--- src/hdl/lbct_pkg.sv ---
// Shared constants and result codes for the block cache tag store.
// Used by lbct_cell, lbct_ctrl and lru_block_cache_tags_core.
package lbct_pkg;

    localparam int LEN_W      = 25;
    localparam int STATUS_W   = 3;
    localparam int SLOT_OUT_W = 4;

    typedef enum logic [STATUS_W-1:0] {
        ST_HIT         = 3'd0,
        ST_MISS        = 3'd1,
        ST_FILL_STORED = 3'd2,
        ST_FILL_FAILED = 3'd3,
        ST_FILL_NOPEND = 3'd4
    } t_status;

endpackage

--- src/hdl/lbct_ctrl.sv ---
// Sequencer of the tag store: accepts items, launches the scan record into
// the cell chain, decides hit or victim, issues slot writes, holds the result.
// Depends on lbct_pkg.
module lbct_ctrl #(
    parameter int BLOCK_BITS = 26,
    parameter int STAMP_BITS = 32,
    parameter int IDX_W      = 4
) (
    input  logic                             i_clk,
    input  logic                             i_rst_n,
    input  logic                             i_valid,
    output logic                             o_ready,
    input  logic                             i_action,
    input  logic [BLOCK_BITS-1:0]            i_block_number,
    input  logic                             i_fill_ok,
    input  logic [lbct_pkg::LEN_W-1:0]       i_fill_length,
    output logic                             o_valid,
    input  logic                             i_ready,
    output logic [lbct_pkg::STATUS_W-1:0]    o_status,
    output logic [lbct_pkg::SLOT_OUT_W-1:0]  o_slot_index,
    output logic [lbct_pkg::LEN_W-1:0]       o_valid_length,
    output logic [BLOCK_BITS+2*IDX_W+STAMP_BITS+lbct_pkg::LEN_W+1:0] o_launch,
    input  logic [BLOCK_BITS+2*IDX_W+STAMP_BITS+lbct_pkg::LEN_W+1:0] i_chain_end,
    output logic [IDX_W+BLOCK_BITS+lbct_pkg::LEN_W+STAMP_BITS+2:0]   o_wr
);
    import lbct_pkg::*;

    typedef struct packed {
        logic                  active;
        logic [BLOCK_BITS-1:0] blk;
        logic                  hit;
        logic [IDX_W-1:0]      hit_idx;
        logic [LEN_W-1:0]      hit_len;
        logic [STAMP_BITS-1:0] min_stamp;
        logic [IDX_W-1:0]      min_idx;
    } t_scan;

    typedef struct packed {
        logic                  en_fill;
        logic                  en_stamp;
        logic                  en_clear;
        logic [IDX_W-1:0]      idx;
        logic [BLOCK_BITS-1:0] tag;
        logic [LEN_W-1:0]      len;
        logic [STAMP_BITS-1:0] stamp;
    } t_slot_wr;

    typedef enum logic [1:0] {
        S_IDLE,
        S_SCAN,
        S_FIN
    } t_state;

    t_state                r_state,      n_state;
    logic [STAMP_BITS-1:0] r_clock,      n_clock;
    logic                  r_pend,       n_pend;
    logic [IDX_W-1:0]      r_pend_slot,  n_pend_slot;
    logic [BLOCK_BITS-1:0] r_pend_block, n_pend_block;
    t_status               r_res_status, n_res_status;
    logic [IDX_W-1:0]      r_res_idx,    n_res_idx;
    logic [LEN_W-1:0]      r_res_len,    n_res_len;
    logic                  r_out_valid,  n_out_valid;
    t_status               r_out_status, n_out_status;
    logic [IDX_W-1:0]      r_out_idx,    n_out_idx;
    logic [LEN_W-1:0]      r_out_len,    n_out_len;

    t_scan                 w_launch;
    t_scan                 w_end;
    t_slot_wr              w_wr;
    logic                  w_accept;
    logic [STAMP_BITS-1:0] w_next_stamp;

    assign o_ready        = (r_state == S_IDLE);
    assign w_accept       = i_valid && o_ready;
    assign w_end          = t_scan'(i_chain_end);
    assign w_next_stamp   = r_clock + STAMP_BITS'(1);
    assign o_launch       = w_launch;
    assign o_wr           = w_wr;
    assign o_valid        = r_out_valid;
    assign o_status       = r_out_status;
    assign o_slot_index   = SLOT_OUT_W'(r_out_idx);
    assign o_valid_length = r_out_len;

    always_comb begin
        w_launch           = '0;
        w_launch.active    = w_accept && !i_action;
        w_launch.blk       = i_block_number;
        w_launch.min_stamp = '1;

        w_wr         = '0;
        n_state      = r_state;
        n_clock      = r_clock;
        n_pend       = r_pend;
        n_pend_slot  = r_pend_slot;
        n_pend_block = r_pend_block;
        n_res_status = r_res_status;
        n_res_idx    = r_res_idx;
        n_res_len    = r_res_len;
        n_out_valid  = r_out_valid && !i_ready;
        n_out_status = r_out_status;
        n_out_idx    = r_out_idx;
        n_out_len    = r_out_len;

        case (r_state)
            S_IDLE: begin
                if (w_accept) begin
                    if (!i_action) begin
                        // A new lookup abandons any miss still waiting for its fill.
                        n_pend  = 1'b0;
                        n_state = S_SCAN;
                    end else begin
                        n_state = S_FIN;
                        if (!r_pend) begin
                            n_res_status = ST_FILL_NOPEND;
                            n_res_idx    = '0;
                            n_res_len    = '0;
                        end else begin
                            n_pend    = 1'b0;
                            n_res_idx = r_pend_slot;
                            if (i_fill_ok) begin
                                w_wr.en_fill = 1'b1;
                                w_wr.idx     = r_pend_slot;
                                w_wr.tag     = r_pend_block;
                                w_wr.len     = i_fill_length;
                                w_wr.stamp   = w_next_stamp;
                                n_clock      = w_next_stamp;
                                n_res_status = ST_FILL_STORED;
                                n_res_len    = i_fill_length;
                            end else begin
                                n_res_status = ST_FILL_FAILED;
                                n_res_len    = '0;
                            end
                        end
                    end
                end
            end
            S_SCAN: begin
                if (w_end.active) begin
                    n_state = S_FIN;
                    if (w_end.hit) begin
                        w_wr.en_stamp = 1'b1;
                        w_wr.idx      = w_end.hit_idx;
                        w_wr.stamp    = w_next_stamp;
                        n_clock       = w_next_stamp;
                        n_res_status  = ST_HIT;
                        n_res_idx     = w_end.hit_idx;
                        n_res_len     = w_end.hit_len;
                    end else begin
                        w_wr.en_clear = 1'b1;
                        w_wr.idx      = w_end.min_idx;
                        n_pend        = 1'b1;
                        n_pend_slot   = w_end.min_idx;
                        n_pend_block  = w_end.blk;
                        n_res_status  = ST_MISS;
                        n_res_idx     = w_end.min_idx;
                        n_res_len     = '0;
                    end
                end
            end
            S_FIN: begin
                if (!r_out_valid || i_ready) begin
                    n_out_valid  = 1'b1;
                    n_out_status = r_res_status;
                    n_out_idx    = r_res_idx;
                    n_out_len    = r_res_len;
                    n_state      = S_IDLE;
                end
            end
            default: begin
                n_state = S_IDLE;
            end
        endcase
    end

    always_ff @(posedge i_clk) begin
        if (!i_rst_n) begin
            r_state      <= S_IDLE;
            r_clock      <= '0;
            r_pend       <= 1'b0;
            r_pend_slot  <= '0;
            r_pend_block <= '0;
            r_out_valid  <= 1'b0;
        end else begin
            r_state      <= n_state;
            r_clock      <= n_clock;
            r_pend       <= n_pend;
            r_pend_slot  <= n_pend_slot;
            r_pend_block <= n_pend_block;
            r_out_valid  <= n_out_valid;
        end
        r_res_status <= n_res_status;
        r_res_idx    <= n_res_idx;
        r_res_len    <= n_res_len;
        r_out_status <= n_out_status;
        r_out_idx    <= n_out_idx;
        r_out_len    <= n_out_len;
    end

endmodule

--- config.mk ---
export PLATFORM = sky130hd
export DESIGN_NAME = lbct_ctrl
export DESIGN_NICKNAME = d
export VERILOG_FILES = /design/src/hdl/lbct_pkg.sv /design/src/hdl/lbct_ctrl.sv
export SDC_FILE = /design/constraint.sdc
export NUM_CORES = 1
export LEC_CHECK = 0
export BUFFER_PORTS_ARGS = -buffer_cell sky130_fd_sc_hd__buf_4
export CAP_MARGIN = 20
export CORE_AREA = 2 2 141 143
export CTS_CLUSTER_DIAMETER = 60
export DETAILED_ROUTE_END_ITERATION = 10
export DIE_AREA = 0 0 143 145
export PLACE_DENSITY_LB_ADDON = 0.3
export SETUP_SLACK_MARGIN = 0.4
export SLEW_MARGIN = 20
export SYNTH_ARGS = -nofsm -noshare
export SYNTH_HDL_FRONTEND = slang
export SYNTH_SLANG_ARGS = --single-unit
--- constraint.sdc ---
create_clock -name i_clk -period 5.6 [get_ports i_clk]
set_input_delay 0.28 -clock i_clk [delete_from_list [all_inputs] [get_ports i_clk]]
set_output_delay 0.28 -clock i_clk [all_outputs]
set_load 0.01 [all_outputs]
==> run_results.csv <==
group,metric,value,unit
status,run_status,"finished, final reports clean",
detailed_routing,via_density_per_instance,4.87,
detailed_routing,drtAntennaViolNets,0,
synth,ys_types,41,
synth,post-synth-top-count-cell,"sky130_fd_sc_hd__buf_4",
critical_path,worst_r2r_endpoint,"r_pend_block[20]",
pwr,power_density,261,mW/mm^2
clock_network,clock_tree_from_tritoncts,"yes",
placed_design,finalWeightedCongestion,0.786,
critical_path,crit-reg2reg-launch,"r_state[0]",
pwr,total_switching_power,0.567,mW
placed_design,dpl_worst_slack,2640,ps
final_layout,footprint_of_the_multi_input_gates,0.00295,sq mm
critical_path,critical_path.startpoint_type,"flip-flop",
pwr,internal_power,1.73,mW
critical_path,startpoint,"r_state[0]",
floorplanning,initial_standard_cell_utilization_of_the_core,0.357,
final_layout,layout.area.seq,0.00324,sq mm
detailed_routing,first_iter_violations,304,
synth,synth-edff-count,64,
critical_path,reg2reg_slack,2860,ps
synth,synth-adder-area-share,0.00182,
sta,tightestPinTransition,1010,ps
pwr,p_sw_frac,0.247,
synth,synth.top_cell.area_share,0.280,
clock_network,post-cts-setup-buffers,0,
synth,synth_top_family_by_area,"simple AND/OR/NAND/NOR gates",
clock_network,cts.clk_slew.worst_paths,70,ps
critical_path,cp.arrival,3020,ps
sta,grt_setup_unrepaired,"no",
detailed_routing,post_drt_wl_per_cell,15.2,um
sta,worst_clk_skew,8.79,ps
grt,wire_length_of_the_first_global_routing_pass,26800,um
critical_path,worst-r2r-cell-count,5,
clock_network,number_of_buffers_added_by_the_clock_tree_synthesis_step,17,
final_layout,area_growth_syn_to_layout,28.4,%
final_layout,final_core_util,0.459,
synth,yosys-mux-area-fraction,0.0146,
synth,async_flop_share,0,
sta,layout_min_cycle_time,3300,ps
grt,grt_max_degree,84,
critical_path,endpoint_kind,"output port",
sta,finalCritPeriodShare,0.589,
pwr,irDropWorstVdd,0.000204,V
synth,post_synthesis_compound_gate_area_fraction,0.131,
synth,synthesis.yosys.warnings,0,
synth,post-synth-top-area-cell,"sky130_fd_sc_hd__edfxtp_1",
placed_design,buffer_ports.inserted,216,
clock_network,bufs_on_longest_clock_path,2,
clock_network,cts_num_sinks,130,
floorplanning,die-area,0.0207,sq mm
critical_path,max_fanout_on_critical_path,31,
sta,hold_viol_final,0,
pwr,finalPower,2.30,mW
clock_network,post_cts.resized_instances,0,
pwr,power.leakage,3.64,nW
grt,gr-total-overflow,0,
grt,grt_util_all_layers,0.164,
detailed_routing,wirelength,17900,um
clock_network,root_buffer_cell,"sky130_fd_sc_hd__clkbuf_16",
synth,gate_count_post_synth,745,
sta,slew-limit-headroom,0.326,
grt,grt_pass1_vias,5121,
critical_path,cp.required,5320,ps
detailed_routing,dr.pass1.iters,6,
clock_network,hold_buffers,0,
synth,yosys.area_share.simple,0.219,
synth,synthTopCellsByArea,"sky130_fd_sc_hd__edfxtp_1 28%, sky130_fd_sc_hd__dfxtp_1 19%, sky130_fd_sc_hd__buf_4 10%",
synth,ys_seq_area_frac,0.473,
clock_network,worst_skew_pair.late_latency,420,ps
sta,final-max-slew-violation-count,0,
sta,final_setup_fails,0,
run,maxCapViolations,0,
critical_path,category_of_the_critical_setup_timing_path,"flip-flop to output port",
floorplanning,coreArea,0.0192,sq mm
clock_network,htree_levels,4,
synth,synth_commonest_cells,"92 x sky130_fd_sc_hd__buf_4, 85 x sky130_fd_sc_hd__nand2_1, 73 x sky130_fd_sc_hd__a21oi_1",
final_layout,final_nets,1047,
final_layout,antenna-diode-count,0,
detailed_routing,dr_total_vias,5717,
synth,synth.ff_latch_count,130,
pwr,power.sequential.fraction,0.451,
floorplanning,floorplan.io_pins,367,
floorplanning,core_rows,51,
synth,synth_xor_xnor_area_share,0.0204,
pwr,pwr-share-clk,0.476,
final_layout,nFillCells,1874,
detailed_routing,drc_errors,0,
synth,ys.flop_type,"sky130_fd_sc_hd__dfxtp_1",
sta,finalSetupTns,0,ps
synth,syn_avg_cell_area,9.21,sq um
synth,post_synthesis_instance_area,0.00686,sq mm
grt,grt_antenna_before_repair,0,
floorplanning,dieHeight,145,um
floorplanning,chipWidth,143,um
hold_path,hold_path.class,"input port to flip-flop",
placed_design,dp.final_hpwl,12100,um
critical_path,end_point_of_the_critical_path,"o_wr[87]",
sta,hold_ws,105,ps
sta,worst_setup_slack_after_layout,2300,ps
sta,max_freq,303,MHz
final_layout,drive_above_1_share,0.288,
pwr,comb_power_share,0.073,
cell type report:
cell class              count  share of cell area
clock buffers              17              0.0483
flip-flops and latches    130               0.368
repair buffers            220               0.190
inverters                   7             0.00312
well taps                 265              0.0376
multi-input cells         520               0.335
clock inverters            15              0.0185
critical path, cell delays in order (launching register included):
cell and delay [ps]:
sky130_fd_sc_hd__dfxtp_1 570, sky130_fd_sc_hd__nand2b_1 330, sky130_fd_sc_hd__or2_2 630, sky130_fd_sc_hd__inv_1 800
sky130_fd_sc_hd__buf_4 250
per-layer routing:
metal	part of all wire	wire, um	track usage
met5	0	0	0
met4	0.020	365	0.0634
met3	0.058	1040	0.0429
met2	0.51	9040	0.282
met1	0.41	7400	0.195
worst min path at each step:
| stage | start | end | slack [ps] | depth (start not counted) |
|---|---|---|---|---|
| final | i_chain_end[76] | r_pend_block[10] | 100 | 3 |
| after global routing | i_chain_end[72] | r_pend_block[6] | 90 | 3 |
| after CTS | i_chain_end[80] | r_pend_block[14] | 90 | 3 |
| after detailed placement | r_res_idx[2] | o_slot_index[2] | 400 | 0 |
| after global placement | r_res_len[18] | o_valid_length[18] | 400 | 0 |
| after floorplan | r_res_idx[0] | o_slot_index[0] | 400 | 0 |
metrics by stage:
stage / instance area (sq um) / cells
CTS: 8780 / 1173
finish: 8810 / 1174
detailed placement: 8190 / 1141
global route: 8810 / 1174
floorplan: 7100 / 809
global placement: 8190 / 1141
layout by cell type, fill, tap and decap left out, types with 3 or more instances in the layout:
master,instances
sky130_fd_sc_hd__edfxtp_1,64
sky130_fd_sc_hd__and2_1,4
sky130_fd_sc_hd__nand3_1,12
sky130_fd_sc_hd__inv_1,6
sky130_fd_sc_hd__and4_1,3
sky130_fd_sc_hd__a21oi_1,71
sky130_fd_sc_hd__or4_1,21
sky130_fd_sc_hd__o21ai_0,33
sky130_fd_sc_hd__nand2_1,85
sky130_fd_sc_hd__xor2_1,9
sky130_fd_sc_hd__nand2b_1,11
sky130_fd_sc_hd__mux2i_1,10
sky130_fd_sc_hd__or3_1,26
sky130_fd_sc_hd__and3_1,56
sky130_fd_sc_hd__nor4_1,9
sky130_fd_sc_hd__inv_6,6
sky130_fd_sc_hd__nor2_1,24
sky130_fd_sc_hd__xnor2_1,7
sky130_fd_sc_hd__dfxtp_1,66
sky130_fd_sc_hd__buf_4,219
sky130_fd_sc_hd__o31ai_1,14
sky130_fd_sc_hd__nand4_1,11
sky130_fd_sc_hd__clkbuf_16,17
sky130_fd_sc_hd__inv_8,4
sky130_fd_sc_hd__conb_1,66
sky130_fd_sc_hd__a22o_1,25
state kept, by name, summed over array words and instances, names as in the netlist, 4 cells and up:
signal	cells
r_pend_block	26
o_slot_index	4
r_clock	32
o_valid_length	25
r_res_len	25
r_res_idx	4
r_pend_slot	4
logic make-up after synthesis:
logic type      Yosys count
buf+inv                 159
compound gates          150
fa+ha+maj                 1
flops                   130
mux                      10
other cells               2
simple gates            277
xor+xnor                 16
power by group through the flow:
stage                     clock (mW)  sequential, mW  combinational (mW)
final                           1.09            1.04               0.167
after global routing            1.17            1.04               0.183
after CTS                       1.13            1.04               0.165
after detailed placement           0            1.06               0.164
after global placement             0            1.06               0.164
after floorplan                    0            1.06               0.125
Power figures use the tool's default switching activity.
