**config.mk**
```make
export PLATFORM = sky130hd
export DESIGN_NAME = lbct_cell
export DESIGN_NICKNAME = d
export VERILOG_FILES = /design/src/hdl/lbct_pkg.sv /design/src/hdl/lbct_cell.sv
export SDC_FILE = /design/constraint.sdc
export NUM_CORES = 1
export LEC_CHECK = 0
export ABC_CLOCK_PERIOD_IN_PS = 3000
export BUFFER_PORTS_ARGS = -buffer_cell sky130_fd_sc_hd__buf_2
export CAP_MARGIN = 20
export CORE_MARGIN = 1.5
export CORE_UTILIZATION = 35
export CTS_CLUSTER_SIZE = 12
export DETAILED_ROUTE_END_ITERATION = 8
export MAX_ROUTING_LAYER = met4
export PLACE_DENSITY = 0.57
export SLEW_MARGIN = 40
export SYNTH_ARGS = -nofsm -noshare
export SYNTH_HDL_FRONTEND = slang
export SYNTH_SLANG_ARGS = --single-unit
```
**constraint.sdc**
```tcl
create_clock -name i_clk -period 3 [get_ports i_clk]
set_clock_uncertainty 0.1 [all_clocks]
set_input_delay 0.15 -clock i_clk [delete_from_list [all_inputs] [get_ports i_clk]]
set_output_delay 0.15 -clock i_clk [all_outputs]
set_load 0.02 [all_outputs]
```
**src/hdl/lbct_pkg.sv**
```systemverilog
// Shared constants and result codes for the block cache tag store.
// Used by lbct_cell, lbct_ctrl and lru_block_cache_tags_core.
package lbct_pkg;

    localparam int LEN_W      = 25;
    localparam int STATUS_W   = 3;
    localparam int SLOT_OUT_W = 4;

    typedef enum logic [STATUS_W-1:0] {
        ST_HIT         = 3'd0,
        ST_MISS        = 3'd1,
        ST_FILL_STORED = 3'd2,
        ST_FILL_FAILED = 3'd3,
        ST_FILL_NOPEND = 3'd4
    } t_status;

endpackage

```
**src/hdl/lbct_cell.sv**
```systemverilog
// One slot of the tag store: tag, valid, length and stamp of a single way.
// Passes the scan record to its neighbor every cycle. Depends on lbct_pkg.
module lbct_cell #(
    parameter int CELL_IDX   = 0,
    parameter int BLOCK_BITS = 26,
    parameter int STAMP_BITS = 32,
    parameter int IDX_W      = 4
) (
    input  logic                             i_clk,
    input  logic                             i_rst_n,
    input  logic [BLOCK_BITS+2*IDX_W+STAMP_BITS+lbct_pkg::LEN_W+1:0] i_scan,
    output logic [BLOCK_BITS+2*IDX_W+STAMP_BITS+lbct_pkg::LEN_W+1:0] o_scan,
    input  logic [IDX_W+BLOCK_BITS+lbct_pkg::LEN_W+STAMP_BITS+2:0]   i_wr
);
    import lbct_pkg::*;

    typedef struct packed {
        logic                  active;
        logic [BLOCK_BITS-1:0] blk;
        logic                  hit;
        logic [IDX_W-1:0]      hit_idx;
        logic [LEN_W-1:0]      hit_len;
        logic [STAMP_BITS-1:0] min_stamp;
        logic [IDX_W-1:0]      min_idx;
    } t_scan;

    typedef struct packed {
        logic                  en_fill;
        logic                  en_stamp;
        logic                  en_clear;
        logic [IDX_W-1:0]      idx;
        logic [BLOCK_BITS-1:0] tag;
        logic [LEN_W-1:0]      len;
        logic [STAMP_BITS-1:0] stamp;
    } t_slot_wr;

    t_scan    w_in;
    t_scan    n_scan;
    t_scan    r_scan;
    t_slot_wr w_wr;
    logic     w_sel;

    logic [BLOCK_BITS-1:0] r_tag;
    logic                  r_valid;
    logic [LEN_W-1:0]      r_len;
    logic [STAMP_BITS-1:0] r_stamp;

    assign w_in   = t_scan'(i_scan);
    assign w_wr   = t_slot_wr'(i_wr);
    assign o_scan = r_scan;
    assign w_sel  = (w_wr.idx == IDX_W'(CELL_IDX));

    always_ff @(posedge i_clk) begin
        if (!i_rst_n) begin
            r_tag   <= '0;
            r_valid <= 1'b0;
            r_len   <= '0;
            r_stamp <= '0;
        end else if (w_sel) begin
            if (w_wr.en_fill) begin
                r_tag   <= w_wr.tag;
                r_valid <= 1'b1;
                r_len   <= w_wr.len;
                r_stamp <= w_wr.stamp;
            end
            if (w_wr.en_stamp) begin
                r_stamp <= w_wr.stamp;
            end
            if (w_wr.en_clear) begin
                r_valid <= 1'b0;
            end
        end
    end

    // The first valid match wins; a strictly smaller stamp takes over the victim,
    // so ties keep the lower index that passed earlier in the chain.
    always_comb begin
        n_scan = w_in;
        if (w_in.active) begin
            if (!w_in.hit && r_valid && (r_tag == w_in.blk)) begin
                n_scan.hit     = 1'b1;
                n_scan.hit_idx = IDX_W'(CELL_IDX);
                n_scan.hit_len = r_len;
            end
            if (r_stamp < w_in.min_stamp) begin
                n_scan.min_stamp = r_stamp;
                n_scan.min_idx   = IDX_W'(CELL_IDX);
            end
        end
    end

    always_ff @(posedge i_clk) begin
        if (!i_rst_n) begin
            r_scan.active <= 1'b0;
        end else begin
            r_scan.active <= n_scan.active;
        end
        r_scan.blk       <= n_scan.blk;
        r_scan.hit       <= n_scan.hit;
        r_scan.hit_idx   <= n_scan.hit_idx;
        r_scan.hit_len   <= n_scan.hit_len;
        r_scan.min_stamp <= n_scan.min_stamp;
        r_scan.min_idx   <= n_scan.min_idx;
    end

endmodule

```
==> impl.org, run 1 <==
** Final layout
- Number of fillers in the final layout :: between 1500 and 2000
- Design area :: 10900 sq um
- In the final layout, the multi-input gates occupy around 3000 sq um.
- In the final layout, the share of cells above drive strength 1 is 0.335.
- Reg area :: 3540 sq um
- Synthesis-to-finish area growth :: 58.1%
- In the final design database the tool counted ~1300 nets.

** Clock network
- Root Buffer Master :: sky130_fd_sc_hd__clkbuf_16
- Number of clock buffers inserted by TritonCTS :: 17
- TritonCTS clock tree :: built
- Clock sinks :: 177
- Cts repair resizes :: 0
- After clock tree synthesis, the clock-pin slew on the worst setup and hold paths is roughly 70 ps.
- Latest clock arrival within the worst-skew pair :: around 430 ps
- The H-tree was split into 4 levels.
- Counting along the longest clock path gives a buffer depth of 2.

** Yosys
- For this run, the register share of the synthesized area comes to 0.514.
- Yosys attributes the largest share of cell area to sky130_fd_sc_hd__dfxtp_1, sky130_fd_sc_hd__nand2_1, sky130_fd_sc_hd__a21boi_0.
- Number of warnings printed during yosys synthesis :: 0
- Flip-flop and latch count after synthesis :: 177
- Counting every instance in the synthesized netlist gives 678.
- The most used flip-flop cell after synthesis is sky130_fd_sc_hd__dfxtp_1.
- Avg Synthesized Cell Area :: roughly 10 sq um
- Number of enable-type register cells in the synthesized netlist :: 0
- In this run, distinct cell masters in the synthesized netlist total 38.
- When the netlist entered floorplanning its net count stood at between 800 and 900.
- The synthesized design spends more area on one cell type than any other, namely sky130_fd_sc_hd__dfxtp_1.
- Async set-or-reset flop fraction in the synthesized netlist :: 0
- After synthesis the cells add up to between 6000 and 7000 sq um.
- Of the post-synthesis cell area, the dominant cell type holds 0.514.

** Setup path
- STA puts the critical path data required time at roughly 3200 ps.
- Crit end category :: register
- Walking the worst path, the cells encountered are dlygate4sd3_1 -> buf_2 -> inv_1 -> ha_1 -> nand4_2 -> or4_4 -> o221ai_4 -> buf_4 -> mux2_2.
- Worst endpoint data arrival time :: around 2900 ps
- CP peak stage delay :: between 500 and 600 ps
- CP startpoint kind :: input port
- In this run the worst path has a maximum fanout of 18.
- Crit-path slowest cell :: sky130_fd_sc_hd__or4_4
- The worst setup path is of the in2reg kind.
- Family with the most delay on the worst path :: buffers and inverters
- Number of buffers and inverters on the critical path :: 4

** STA
- For the pin with the worst max-slew slack, the measured transition is between 600 and 700 ps.
- Worst Hold Slack :: between 100 and 150 ps
- Worst slew margin relative to its limit :: 0.555
- Based on the critical path, the design can be clocked at up to about 0.38 GHz.
- Setup repair after global routing left no endpoint under its margin.
- Setup TNS :: 0 ps
- Tcrit/Tclk final :: 0.878
- Min Tclk post-route :: approximately 2600 ps
- Final setup viols :: 0
- Count of final max-slew check failures :: 0
- Final hold violation count :: 0

** Route
- Via-to-Cell Ratio :: 4.38
- For this block, the initial DRC count from the detailed router was 175.
- After detailed routing, the number of remaining DRC violations is 0.
- Routed len/inst :: about 14 microns
- After detailed routing, the total wire length is between 15 and 20 mm.
- DRT Pass-1 Iters :: 4
- Detailed routing inserted a total of between 6000 and 7000 vias.
- Post-route ant nets :: 0

** Global routing
- Number of global-route vias before repair :: a little over 6000
- Maximum number of pins on one net before global-route repair :: 52
- For this run the aggregate overflow at the end of global routing stands at 0.
- In the global route stage, overall resource usage came out at 0.196.
- Initial antenna violation count :: 1
- The first global-routing pass estimated 30.3 mm of wire.

** Floorplanning
- Die X-Extent :: roughly 140 microns
- For this configuration, the core starts out at a cell density of 0.355.
- Die Outline Area :: about 21000 sq um
- I/O pins :: between 200 and 300
- The initialized floorplan defines between 50 and 60 standard-cell rows.
- Chip height :: between 100 and 150 microns
- The core region is 19400 sq um.

** Placed design
- The count of buffers added on input and output ports is roughly 280.
- Global placer's final weighted congestion :: between 0.7 and 0.8
- The placed instances occupy a cell area of around 8500 sq um.
- Detailed placement ended at an HPWL of 13.0 mm.

** Flow run
- Across the run, the number of max-cap violations was 0.

** Pwr
- The worst-case IR drop observed on VDD is 0.000389 V.
- In this run the power density over the cells is between 400 and 500 nW/um^2.
- For this design the static power due to leakage is between 4 and 5 nW.

** Min path
- Hold/Removal Path Class :: in2reg

** Status
- The run finished with clean final reports.
==> final timing paths <==
kind / start / endpoint / slack (ps) / cells past startpoint
worst max-delay path: i_scan[34] / o_scan[7]$_DFF_P_ / 370 / 9
worst min-delay path: i_wr[86] / r_valid$_SDFFE_PN0P_ / 140 / 5
worst max register to register: r_stamp[11]$_SDFFE_PN0P_ / o_scan[7]$_DFF_P_ / 470 / 7
worst min register to register: r_len[10]$_SDFFE_PN0P_ / r_len[10]$_SDFFE_PN0P_ / 370 / 2
==> flip-flops by register name, indices dropped and copies added, names as in the netlist <==
name / count
o_scan: 93
r_stamp: 32
r_tag: 26
r_len: 25
r_valid: 1
==> logic make-up after synthesis <==
family,count (synthesis),synth area share
simple gates,210,0.127
flops,177,0.514
compound gates,112,0.120
buf+inv,65,0.0426
mux,57,0.107
fa+ha+maj,31,0.0563
xor+xnor,26,0.0330
==> layout by cell type, fill, tap and decap left out, drive strengths merged, types with 2 or more instances in the layout <==
master and n:
nor2b 4, nand4 9, clkbuf 18, and2 6, nor4 5, nor2 2
o221ai 3, nor3 3, a211oi 3, clkinvlp 2, ha 31, mux2 57
o21a 2, a21boi 83, clkinv 4, nand2 174, xor2 16, dlygate4sd3 177
a21oi 13, nand3 4, dfxtp 177, xnor2 10, inv 41, o21ai 3
buf 286
==> worst register-to-register path: cells and delay by family, from the launching register on <==
family,cells,cell delay (ps)
buffers and inverters,1,350
flip-flops,1,330
adder cells (fa/ha/maj),1,310
AND/OR/NAND/NOR,1,130
multiplexers,1,390
AO/OA/AOI/OAI,3,810
==> timing repair <==
action / 4_1_cts / 5_1_grt
endpoints found under the hold margin: 177 / 0
setup endpoints to repair: 0 / 0
buffers inserted: 0 / 0
hold buffers: 177 / 0
==> Yosys cell counts, types with 2 or more instances <==
library cell / instances
sky130_fd_sc_hd__o221ai_1: 2
sky130_fd_sc_hd__and2_1: 6
sky130_fd_sc_hd__nand3_1: 4
sky130_fd_sc_hd__nand2_1: 174
sky130_fd_sc_hd__a21oi_1: 13
sky130_fd_sc_hd__buf_1: 3
sky130_fd_sc_hd__dfxtp_1: 177
sky130_fd_sc_hd__nor4_1: 5
sky130_fd_sc_hd__nand4_1: 8
sky130_fd_sc_hd__xnor2_1: 10
sky130_fd_sc_hd__buf_12: 2
sky130_fd_sc_hd__mux2_4: 26
sky130_fd_sc_hd__mux2_2: 30
sky130_fd_sc_hd__nor2_1: 2
sky130_fd_sc_hd__inv_1: 33
sky130_fd_sc_hd__o21ai_0: 2
sky130_fd_sc_hd__xor2_1: 16
sky130_fd_sc_hd__a21boi_0: 83
sky130_fd_sc_hd__nor2b_1: 4
sky130_fd_sc_hd__clkbuf_1: 21
sky130_fd_sc_hd__nor3_1: 3
sky130_fd_sc_hd__buf_2: 5
sky130_fd_sc_hd__o21a_1: 2
sky130_fd_sc_hd__ha_1: 31
sky130_fd_sc_hd__a211oi_1: 3
==> where the power goes <==
part	internal [mW]	switching, mW
combinational	0.403	0.318
clock	1.13	1.04
sequential	2.44	0.0285
==> metrics by stage <==
stage / cells / power (mW) / setup slack, ps / util
global route: 1407 / 5.58 / 250 / 0.562
CTS: 1406 / 5.41 / 373 / 0.562
floorplan: 678 / 2.81 / 622 / -
finish: 1407 / 5.35 / 366 / 0.562
global placement: 1197 / 3.05 / 522 / 0.441
detailed placement: 1197 / 3.06 / 484 / 0.441
==> final cells by class <==
class	count	share of cell area
Antenna cell	1	0.000230
Tap cell	265	0.0304
Timing Repair Buffer	463	0.298
Inverter	33	0.0114
Clock buffer	18	0.0403
Clock inverter	14	0.0126
Multi-Input combinational cell	436	0.282
Sequential cell	177	0.325
==> metal layers <==
layer / global-route usage / share of wire
met1: 0.225 / 0.44
met2: 0.337 / 0.49
met3: 0.0463 / 0.049
met4: 0.0634 / 0.019
met5: - / 0
Note: power is estimated with default switching activity, not from simulation.
==> inputs of run 2 (changes only) <==
--- a/config.mk
+++ b/config.mk
@@ -7,5 +7,6 @@
 export LEC_CHECK = 0
-export ABC_CLOCK_PERIOD_IN_PS = 3000
+export ABC_CLOCK_PERIOD_IN_PS = 3400
 export BUFFER_PORTS_ARGS = -buffer_cell sky130_fd_sc_hd__buf_2
 export CAP_MARGIN = 20
+export CORE_ASPECT_RATIO = 0.6
 export CORE_MARGIN = 1.5
==> constraint.sdc (replaced) <==
create_clock -name i_clk -period 3.4 [get_ports i_clk]
set_clock_uncertainty 0.1 [all_clocks]
set_input_delay 0.17 -clock i_clk [delete_from_list [all_inputs] [get_ports i_clk]]
set_output_delay 0.17 -clock i_clk [all_outputs]
set_load 0.01 [all_outputs]
==> run 2 against run 1 <==
Against the previous run:
- global-route usage rose by 1.2 points
- cell count is the same
- register-to-register slack gained 280 ps
- utilization up 0.71 points
- setup slack gained 300 ps
- power is 13% lower
- count of clock-buffer cells in the layout is 7 higher
- routed wire length rose by 1.7%
- clock power decreased by 12%
- hold slack worse by 3.1 ps
- via count is 0.36% lower
- sequential share of layout area barely moved
- largest power group unchanged
==> impl.org, run 2 (synthesized netlist as in run 1, its figures left out) <==
** Status
- Status :: completed

** Global routing
- The met2 layer usage reported by global route came to 0.328 (-0.00927).
- Number of global-route vias before repair :: 6349 (+2.3%)
- The met3 track demand over resource in global routing came to 0.0448 (-0.00150).
- GRT Overall Usage :: 0.209 (+0.0125)
- The number of antenna violations at the first check in global routing was 0 (-1).
- The first-pass GRT wire length was 32.4 mm (+6.9%).
- The aggregate global routing overflow came to 0 (unchanged).
- The global routing stage identified its most utilized layer as met2.
- Met1 layer usage reported by global route :: 0.268 (+0.0429)
- The pin count of the biggest net entering global routing is 86 (+65%).

** Floorplanning
- The area enclosed by the die boundary is 20600 sq um (+0.13%).
- The initial cell density of the core came to 0.360 (+0.00410).
- The die width came to 184 microns (+28%).
- Chip height :: 112 microns (-22%)
- I/O pins :: 278 (unchanged)
- Cell Rows :: 39 (-24%)
- The core outline area was 19200 sq um (-1.1%).

** STA
- RSZ-0062 raised after global routing :: false
- Min Tclk post-route :: 2740 ps
- Final hold violation count :: 0 (unchanged)
- The final total negative setup slack was 0 ps (unchanged).
- Worst slew margin relative to its limit :: 0.588 (+0.0331)
- Final setup viols :: 0 (unchanged)
- Maximum achievable frequency :: 0.365 GHz
- Count of final max-slew check failures :: 0 (unchanged)
- In the finished design, the share of the clock period the worst path needs comes to 0.805.
- The worst setup slack after layout came to 663 ps (+297 ps).
- Slew at the pin with the worst max-slew slack :: 615 ps (-51.9 ps)

** Setup path
- Capture point of the worst reg-to-reg path :: o_scan[6]$_DFF_P_
- The worst endpoint data arrival time came to 2950 ps (+100 ps).
- The data required time at the worst endpoint is 3610 ps (+400 ps).
- Reg-to-reg slack, setup :: 750 ps (+280 ps)
- The signal on the critical path passes through dlygate4sd3_1 -> buf_2 -> inv_1 -> ha_1 -> nand4_1 -> a2111oi_0 -> a21oi_1 -> o221ai_4 -> buf_4 -> mux2_2.
- Critical setup path kind :: in2reg
- The logic depth of the worst register-to-register path was 7 (unchanged).
- The maximum net fanout on the critical path came to 22 (+4).
- The maximum single-stage delay on the critical path came to 530 ps (-50 ps).
- Crit-path slowest cell :: sky130_fd_sc_hd__dlygate4sd3_1
- CP startpoint kind :: input port
- Reg-to-Reg Start :: r_stamp[11]$_SDFFE_PN0P_
- Crit end category :: register

** Final layout
- The share of post-route cells with drive strength above 1 was 0.330 (-0.00526).
- Count of nets after finishing :: 1346 (+0.15%)
- Leading cell type in the layout, fill and taps excluded :: sky130_fd_sc_hd__buf_2
- Area of the multi-input gates :: 3080 sq um (+0.24%)
- The total inserted antenna cells was 0 (-1).
- Reg area :: 3540 sq um (unchanged)
- Synthesis-to-finish area growth :: 58.2%
- Number of fillers in the final layout :: 1699 (-2.7%)
- The top cell types in the final layout, fill and taps aside, are sky130_fd_sc_hd__buf_2, sky130_fd_sc_hd__dlygate4sd3_1, sky130_fd_sc_hd__dfxtp_1, sky130_fd_sc_hd__nand2_1, sky130_fd_sc_hd__a21boi_0.
- Flip-flop count of the largest register after layout :: 93 (unchanged)

** Min path
- The tightest min-delay check is of the in2reg type.
- Hold Path Stages :: 5 (unchanged)
- Worst hold path startpoint :: i_wr[85]
- Hold Crit Endpoint :: r_valid$_SDFFE_PN0P_

** Route
- Routed len/inst :: 14.3 microns (+1.7%)
- The ratio of routed vias to standard cells was 4.36 (-0.36%).
- Vias :: 6135 (-0.36%)
- The starting DRC count in detailed routing was 227 (+30%).
- The number of nets with antenna violations after detailed routing is 0 (unchanged).
- Total wirelength of the detailed-routed design :: 20.1 mm (+1.7%)
- # DRC :: 0 (unchanged)
- The number of iterations in the first detailed-routing pass was 4 (unchanged).

** Clock network
- The clock slew seen by the registers of the worst setup and hold paths was 60 ps (about the same).
- The total number of clock tree sinks came to 177 (unchanged).
- The post-cts gate resize count came to 0 (unchanged).
- Number of clock buffers inserted by TritonCTS :: 17 (unchanged)
- Root Buffer Master :: sky130_fd_sc_hd__clkbuf_16
- The setup fix buffers added after clock tree synthesis is 0 (unchanged).
- TritonCTS built the clock tree.
- The clock latency on the worst-skew pair was 430 ps (about the same).
- Clock buffer depth :: 2 (unchanged)
- The total number of H-tree levels is 4 (unchanged).

** Placed design
- Number of buffer cells added on primary ports :: 277 (unchanged)
- The placer congestion estimate is 0.764 (+0.55%).
- Post-detailed-placement half-perimeter wirelength :: 12.9 mm (-0.41%)
- The worst slack after detailed placement was 788 ps (+304 ps).

** Pwr
- The cell area power density is 428 nW/um^2 (-13%).
- Worst vdd ir :: 0.000317 V (-18%)
- The leakage component of the power is 4.93 nW (about the same).

** Flow run
- The max-cap violation count is 0 (unchanged).
run 2: cell count changes in the layout (fill, tap and decap cells not counted), moves of 2 or more:
cell / before / now
sky130_fd_sc_hd__bufinv_16: 0 / 2
sky130_fd_sc_hd__clkbuf_1: 0 / 6
sky130_fd_sc_hd__clkinv_4: 3 / 0
sky130_fd_sc_hd__inv_6: 4 / 0
sky130_fd_sc_hd__inv_8: 4 / 0
run 2: power by group:
group	switching, mW	leakage (nW)	total (mW)	internal [mW]
Clock	0.785	0.263	1.90	1.11
Combinational	0.234	3.21	0.590	0.356
Sequential	0.0264	1.46	2.18	2.15
Total	1.04	4.93	4.67	3.62
run 2: worst max-delay path: cells and delay by family:
kind | cells | cell delay (ps)
multiplexers | 1 | 390
adder cells (fa/ha/maj) | 1 | 300
AND/OR/NAND/NOR | 1 | 140
AO/OA/AOI/OAI | 3 | 840
buffers and inverters | 4 | 1080
run 2: through the flow:
stage / power [mW] / area, sq um / util / std cells / hold WS [ps]
after floorplan: 2.43 / 6900 / - / 678 / 97.7
after global routing: 4.88 / 10900 / 0.569 / 1407 / 154
after CTS: 4.72 / 10900 / 0.569 / 1407 / 118
after detailed placement: 2.65 / 8580 / 0.447 / 1200 / 200
after global placement: 2.64 / 8550 / 0.446 / 1199 / 196
final: 4.67 / 10900 / 0.569 / 1407 / 140
run 2: final cells by class:
cell class              count  share of cell area
repair buffers            465               0.300
multi-input cells         436               0.282
well taps                 266              0.0305
clock inverters             5             0.00734
flip-flops and latches    177               0.325
inverters                  33              0.0114
clock buffers              25              0.0436
run 2: timing repair:
item                                    CTS  global route
endpoints found under the setup margin    0             0
hold buffers                            177             0
endpoints found under the hold margin   177             0
run 2: worst max path at each step:
stage	slack, ps	cells past startpoint	start	to
floorplan	1020	6	r_stamp[30]$_SDFFE_PN0P_	o_scan[10]$_DFF_P_
global placement	800	7	r_stamp[11]$_SDFFE_PN0P_	o_scan[8]$_DFF_P_
detailed placement	790	7	r_stamp[11]$_SDFFE_PN0P_	o_scan[7]$_DFF_P_
CTS	690	10	i_scan[15]	o_scan[6]$_DFF_P_
global route	510	10	i_scan[15]	o_scan[6]$_DFF_P_
finish	660	10	i_scan[15]	o_scan[6]$_DFF_P_
run 2: per-layer routing:
layer | share of wire | vias up
met3 | 0.050 | 19
met1 | 0.48 | 2788
met4 | 0.011 | 0
li1 | - | 3157
met2 | 0.46 | 171
met5 | 0 | -
==> inputs of run 3 (changes only) <==
ABC_AREA = 1   (was unset)
ABC_CLOCK_PERIOD_IN_PS = 2400   (was 3400)
PLACE_DENSITY = 0.6   (was 0.57)
clock period = 2.4 ns   (was 3.4 ns; I/O delays follow)
==> run 3 against run 2 <==
Against the previous run:
- non-clock buffer count is 7 higher
- largest power group unchanged
- first-iteration DRC count is 81% higher
- combinational power is 51% higher
- largest cell class unchanged
- power is 49% higher
==> impl.org, run 3 <==
** Status
- The flow ran to the end, and the final reports show no timing, DRC or antenna violations.

** Pwr
- The leakage component of the power is 5.16 nW (+4.6%).
- The worst IR drop on VDD was 0.000444 V (+40%).
- The cell area power density was 638 nW/um^2 (+49%).

** Floorplanning
- The total I/O pin count came to 278 (unchanged).
- The initial cell density of the core came to 0.357 (-0.00217).
- Die Outline Area :: 20300 sq um (-1.3%)
- The die width is 183 microns (-0.67%).
- Cell Rows :: 39 (unchanged)
- The core outline area came to 19000 sq um (-0.76%).
- The height of the die was 111 microns (-0.66%).

** Min path
- The startpoint identified for the worst hold timing path is i_wr[85].
- The worst hold path belongs to the class in2reg.

** Yosys
- Share of the yosys chip area belonging to registers :: 0.521 (+0.00709)
- The cell area after synthesis was 6800 sq um (-1.4%).
- Flip-flop and latch count after synthesis :: 177 (unchanged)
- The net count of the mapped netlist is 1056 (+18%).
- The distinct cell type count of the synthesized netlist was 26 (-32%).
- The number of instances in the synthesized netlist came to 840 (+24%).
- The synthesized design spends more area on one cell type than any other, namely sky130_fd_sc_hd__dfxtp_1.
- Avg Synthesized Cell Area :: 8.10 sq um (-20%)
- Ranked by total cell area, the synthesized netlist is headed by sky130_fd_sc_hd__dfxtp_1, sky130_fd_sc_hd__nand2_1, sky130_fd_sc_hd__a21oi_1.
- By count the netlist is led by sky130_fd_sc_hd__dfxtp_1, sky130_fd_sc_hd__nand2_1, sky130_fd_sc_hd__a21oi_1.
- The number of warning messages in the yosys log came to 0 (unchanged).
- Predominant post-synthesis flop cell :: sky130_fd_sc_hd__dfxtp_1
- Top-count cell post-synth :: sky130_fd_sc_hd__dfxtp_1
- The number of enable flip-flop cells after synthesis was 0 (unchanged).
- The post-synthesis async set-or-reset flop share was 0 (unchanged).
- The top-area cell type share of the netlist area came to 0.521 (+0.00709).

** Clock network
- CTS H-tree depth :: 4 (unchanged)
- The clock slew seen by the registers of the worst setup and hold paths was 70 ps (about the same).
- The number of buffers inserted during clock tree synthesis was 17 (unchanged).
- Clock sinks :: 177 (unchanged)
- TritonCTS clock tree :: built
- The clock latency on the worst-skew pair came to 430 ps (about the same).
- Clock tree synthesis selected as its root buffer the cell sky130_fd_sc_hd__clkbuf_16.
- The post-cts gate resize count was 0 (unchanged).
- Clock buffer depth :: 2 (unchanged)

** Global routing
- Wire length of the first global-routing pass :: 36.2 mm (+12%)
- The global routing usage summed across all routing layers came to 0.235 (+0.0266).
- The aggregate global routing overflow was 0 (unchanged).
- Maximum number of pins on one net before global-route repair :: 65 (-24%)
- Initial antenna violation count :: 0 (unchanged)
- The number of global-route vias before repair came to 7216 (+14%).

** Placed design
- Post-detailed-placement half-perimeter wirelength :: 14.6 mm (+13%)
- The placer congestion estimate came to 0.823 (+7.7%).
- Number of buffer cells added on primary ports :: 277 (unchanged)

** Setup path
- Crit-path slowest cell :: sky130_fd_sc_hd__dlygate4sd3_1
- Traced cell by cell, the critical path runs through dlygate4sd3_1 -> buf_2 -> inv_1 -> ha_1 -> a21oi_1 -> nor2_1 -> nor3_1 -> nand2_1 -> nand2_1 -> nand2_1 -> nand2_1 -> nand2_1 -> buf_12 -> nand2_1 -> nand2_1.
- The worst setup path is captured at a register.
- In this run the critical register-to-register path is launched from r_stamp[5]$_SDFFE_PN0P_.
- CP startpoint kind :: input port
- In this run the worst setup path begins at i_scan[9].
- CP peak stage delay :: 520 ps (about the same)
- The data required time at the worst endpoint came to 2620 ps (-990 ps).
- Among the stages of the critical path, the cell type that occurs most often is sky130_fd_sc_hd__nand2_1.
- The maximum net fanout on the critical path was 32 (+45%).
- The worst endpoint data arrival time came to 2200 ps (-750 ps).
- Critical setup path kind :: in2reg

** Route
- The ratio of routed vias to standard cells is 4.63 (+6.3%).
- The remaining routing DRC violations came to 0 (unchanged).
- The number of iterations in the first detailed-routing pass was 4 (unchanged).
- Post-route ant nets :: 0 (unchanged)
- Total wirelength of the detailed-routed design :: 22.6 mm (+13%)
- The average routed wire per standard cell is 14.6 microns (+2.5%).
- The via count is 7164 (+17%).
- Count of routing violations after the opening detailed-route iteration :: 410 (+81%)

** STA
- Final setup viols :: 0 (unchanged)
- Setup repair after global routing left no endpoint under its margin.
- The final total negative setup slack is 0 ps (unchanged).
- Maximum achievable frequency :: ~0.50 GHz
- Dividing the final minimum period by the clock period gives 0.826.
- Min Tclk post-route :: ~2000 ps
- Slew at the pin with the worst max-slew slack :: 669 ps (+53.7 ps)
- Worst slew margin relative to its limit :: 0.554 (-0.0343)
- The hold violation total from the final report came to 0 (unchanged).
- Count of final max-slew check failures :: 0 (unchanged)

** Flow run
- The max-cap violation count was 0 (unchanged).

** Final layout
- Leading cell type in the layout, fill and taps excluded :: sky130_fd_sc_hd__buf_2
- The final design utilization came to 0.571 (+0.00247).
- Commonest cells after routing, fill and taps aside :: sky130_fd_sc_hd__buf_2, sky130_fd_sc_hd__dlygate4sd3_1, sky130_fd_sc_hd__dfxtp_1, sky130_fd_sc_hd__nand2_1, sky130_fd_sc_hd__a21oi_1
- The total inserted antenna cells came to 0 (unchanged).
- The net total in the final layout was 1503 (+12%).
- Flip-flop count of the largest register after layout :: 93 (unchanged)
- Synthesis-to-finish area growth :: 59.9%
- Fraction of final layout cells sized beyond drive strength 1 :: 0.254 (-0.0757)
-- run 3: per-layer routing --
metal  track usage  part of all wire  routed length [microns]
met5             -                 0                        0
met4        0.0765             0.016                      360
met3        0.0565             0.060                     1360
met2         0.372              0.46                    10400
met1         0.296              0.46                    10400
-- run 3: what timing repair did --
| action | 4_1_cts | 5_1_grt |
|---|---|---|
| endpoints found under the hold margin | 177 | 0 |
| hold buffers | 177 | 0 |
| buffers inserted | 0 | 0 |
| endpoints found under the setup margin | 0 | 0 |
-- run 3: cell families (layout without fill, tap and decap cells) --
group           after synthesis  after routing  share of synthesized area
buf+inv                     124            584                     0.0710
compound gates              142            142                      0.107
simple gates                340            340                      0.210
fa+ha+maj                    31             31                     0.0570
xor+xnor                     26             26                     0.0335
flops                       177            177                      0.521
-- run 3: cell type report --
cell class,count,area [sq um]
multi-input combinational,539,2790
clock inverter,11,154
clock buffer,21,460
fill,1653,8160
timing repair buffer,472,3320
tap,246,308
sequential,177,3540
inverter,80,300
-- run 3: path summary, 6_finish.rpt --
kind	end	slack, ps	cells after the start
min	r_len[14]$_SDFFE_PN0P_	80	5
min reg2reg	r_len[23]$_SDFFE_PN0P_	360	2
max reg2reg	o_scan[16]$_DFF_P_	440	12
max	o_scan[16]$_DFF_P_	420	15
-- run 3: worst max-delay path, delay by kind of cell --
kind | cells | cell delay [ps]
AND/OR/NAND/NOR | 9 | 780
buffers and inverters | 4 | 860
AO/OA/AOI/OAI | 1 | 130
adder cells (fa/ha/maj) | 1 | 300
-- run 3: stage by stage --
stage | total power, mW | setup slack [ps] | hold slack [ps] | std cells | cell area, sq um
after global placement | 3.82 | 469 | 153 | 1337 | 8490
after floorplan | 3.46 | 614 | 47.7 | 840 | 6800
after detailed placement | 3.83 | 422 | 154 | 1337 | 8490
after global routing | 7.24 | 120 | 79.6 | 1546 | 10900
final | 6.94 | 419 | 82.7 | 1546 | 10900
after CTS | 6.99 | 390 | 70.1 | 1546 | 10900
-- run 3: power by group --
| part | switching [mW] | total [mW] | internal (mW) |
|---|---|---|---|
| clock network | 1.23 | 2.94 | 1.71 |
| logic | 0.415 | 0.891 | 0.476 |
| registers | 0.0470 | 3.11 | 3.06 |
| total | 1.69 | 6.94 | 5.24 |
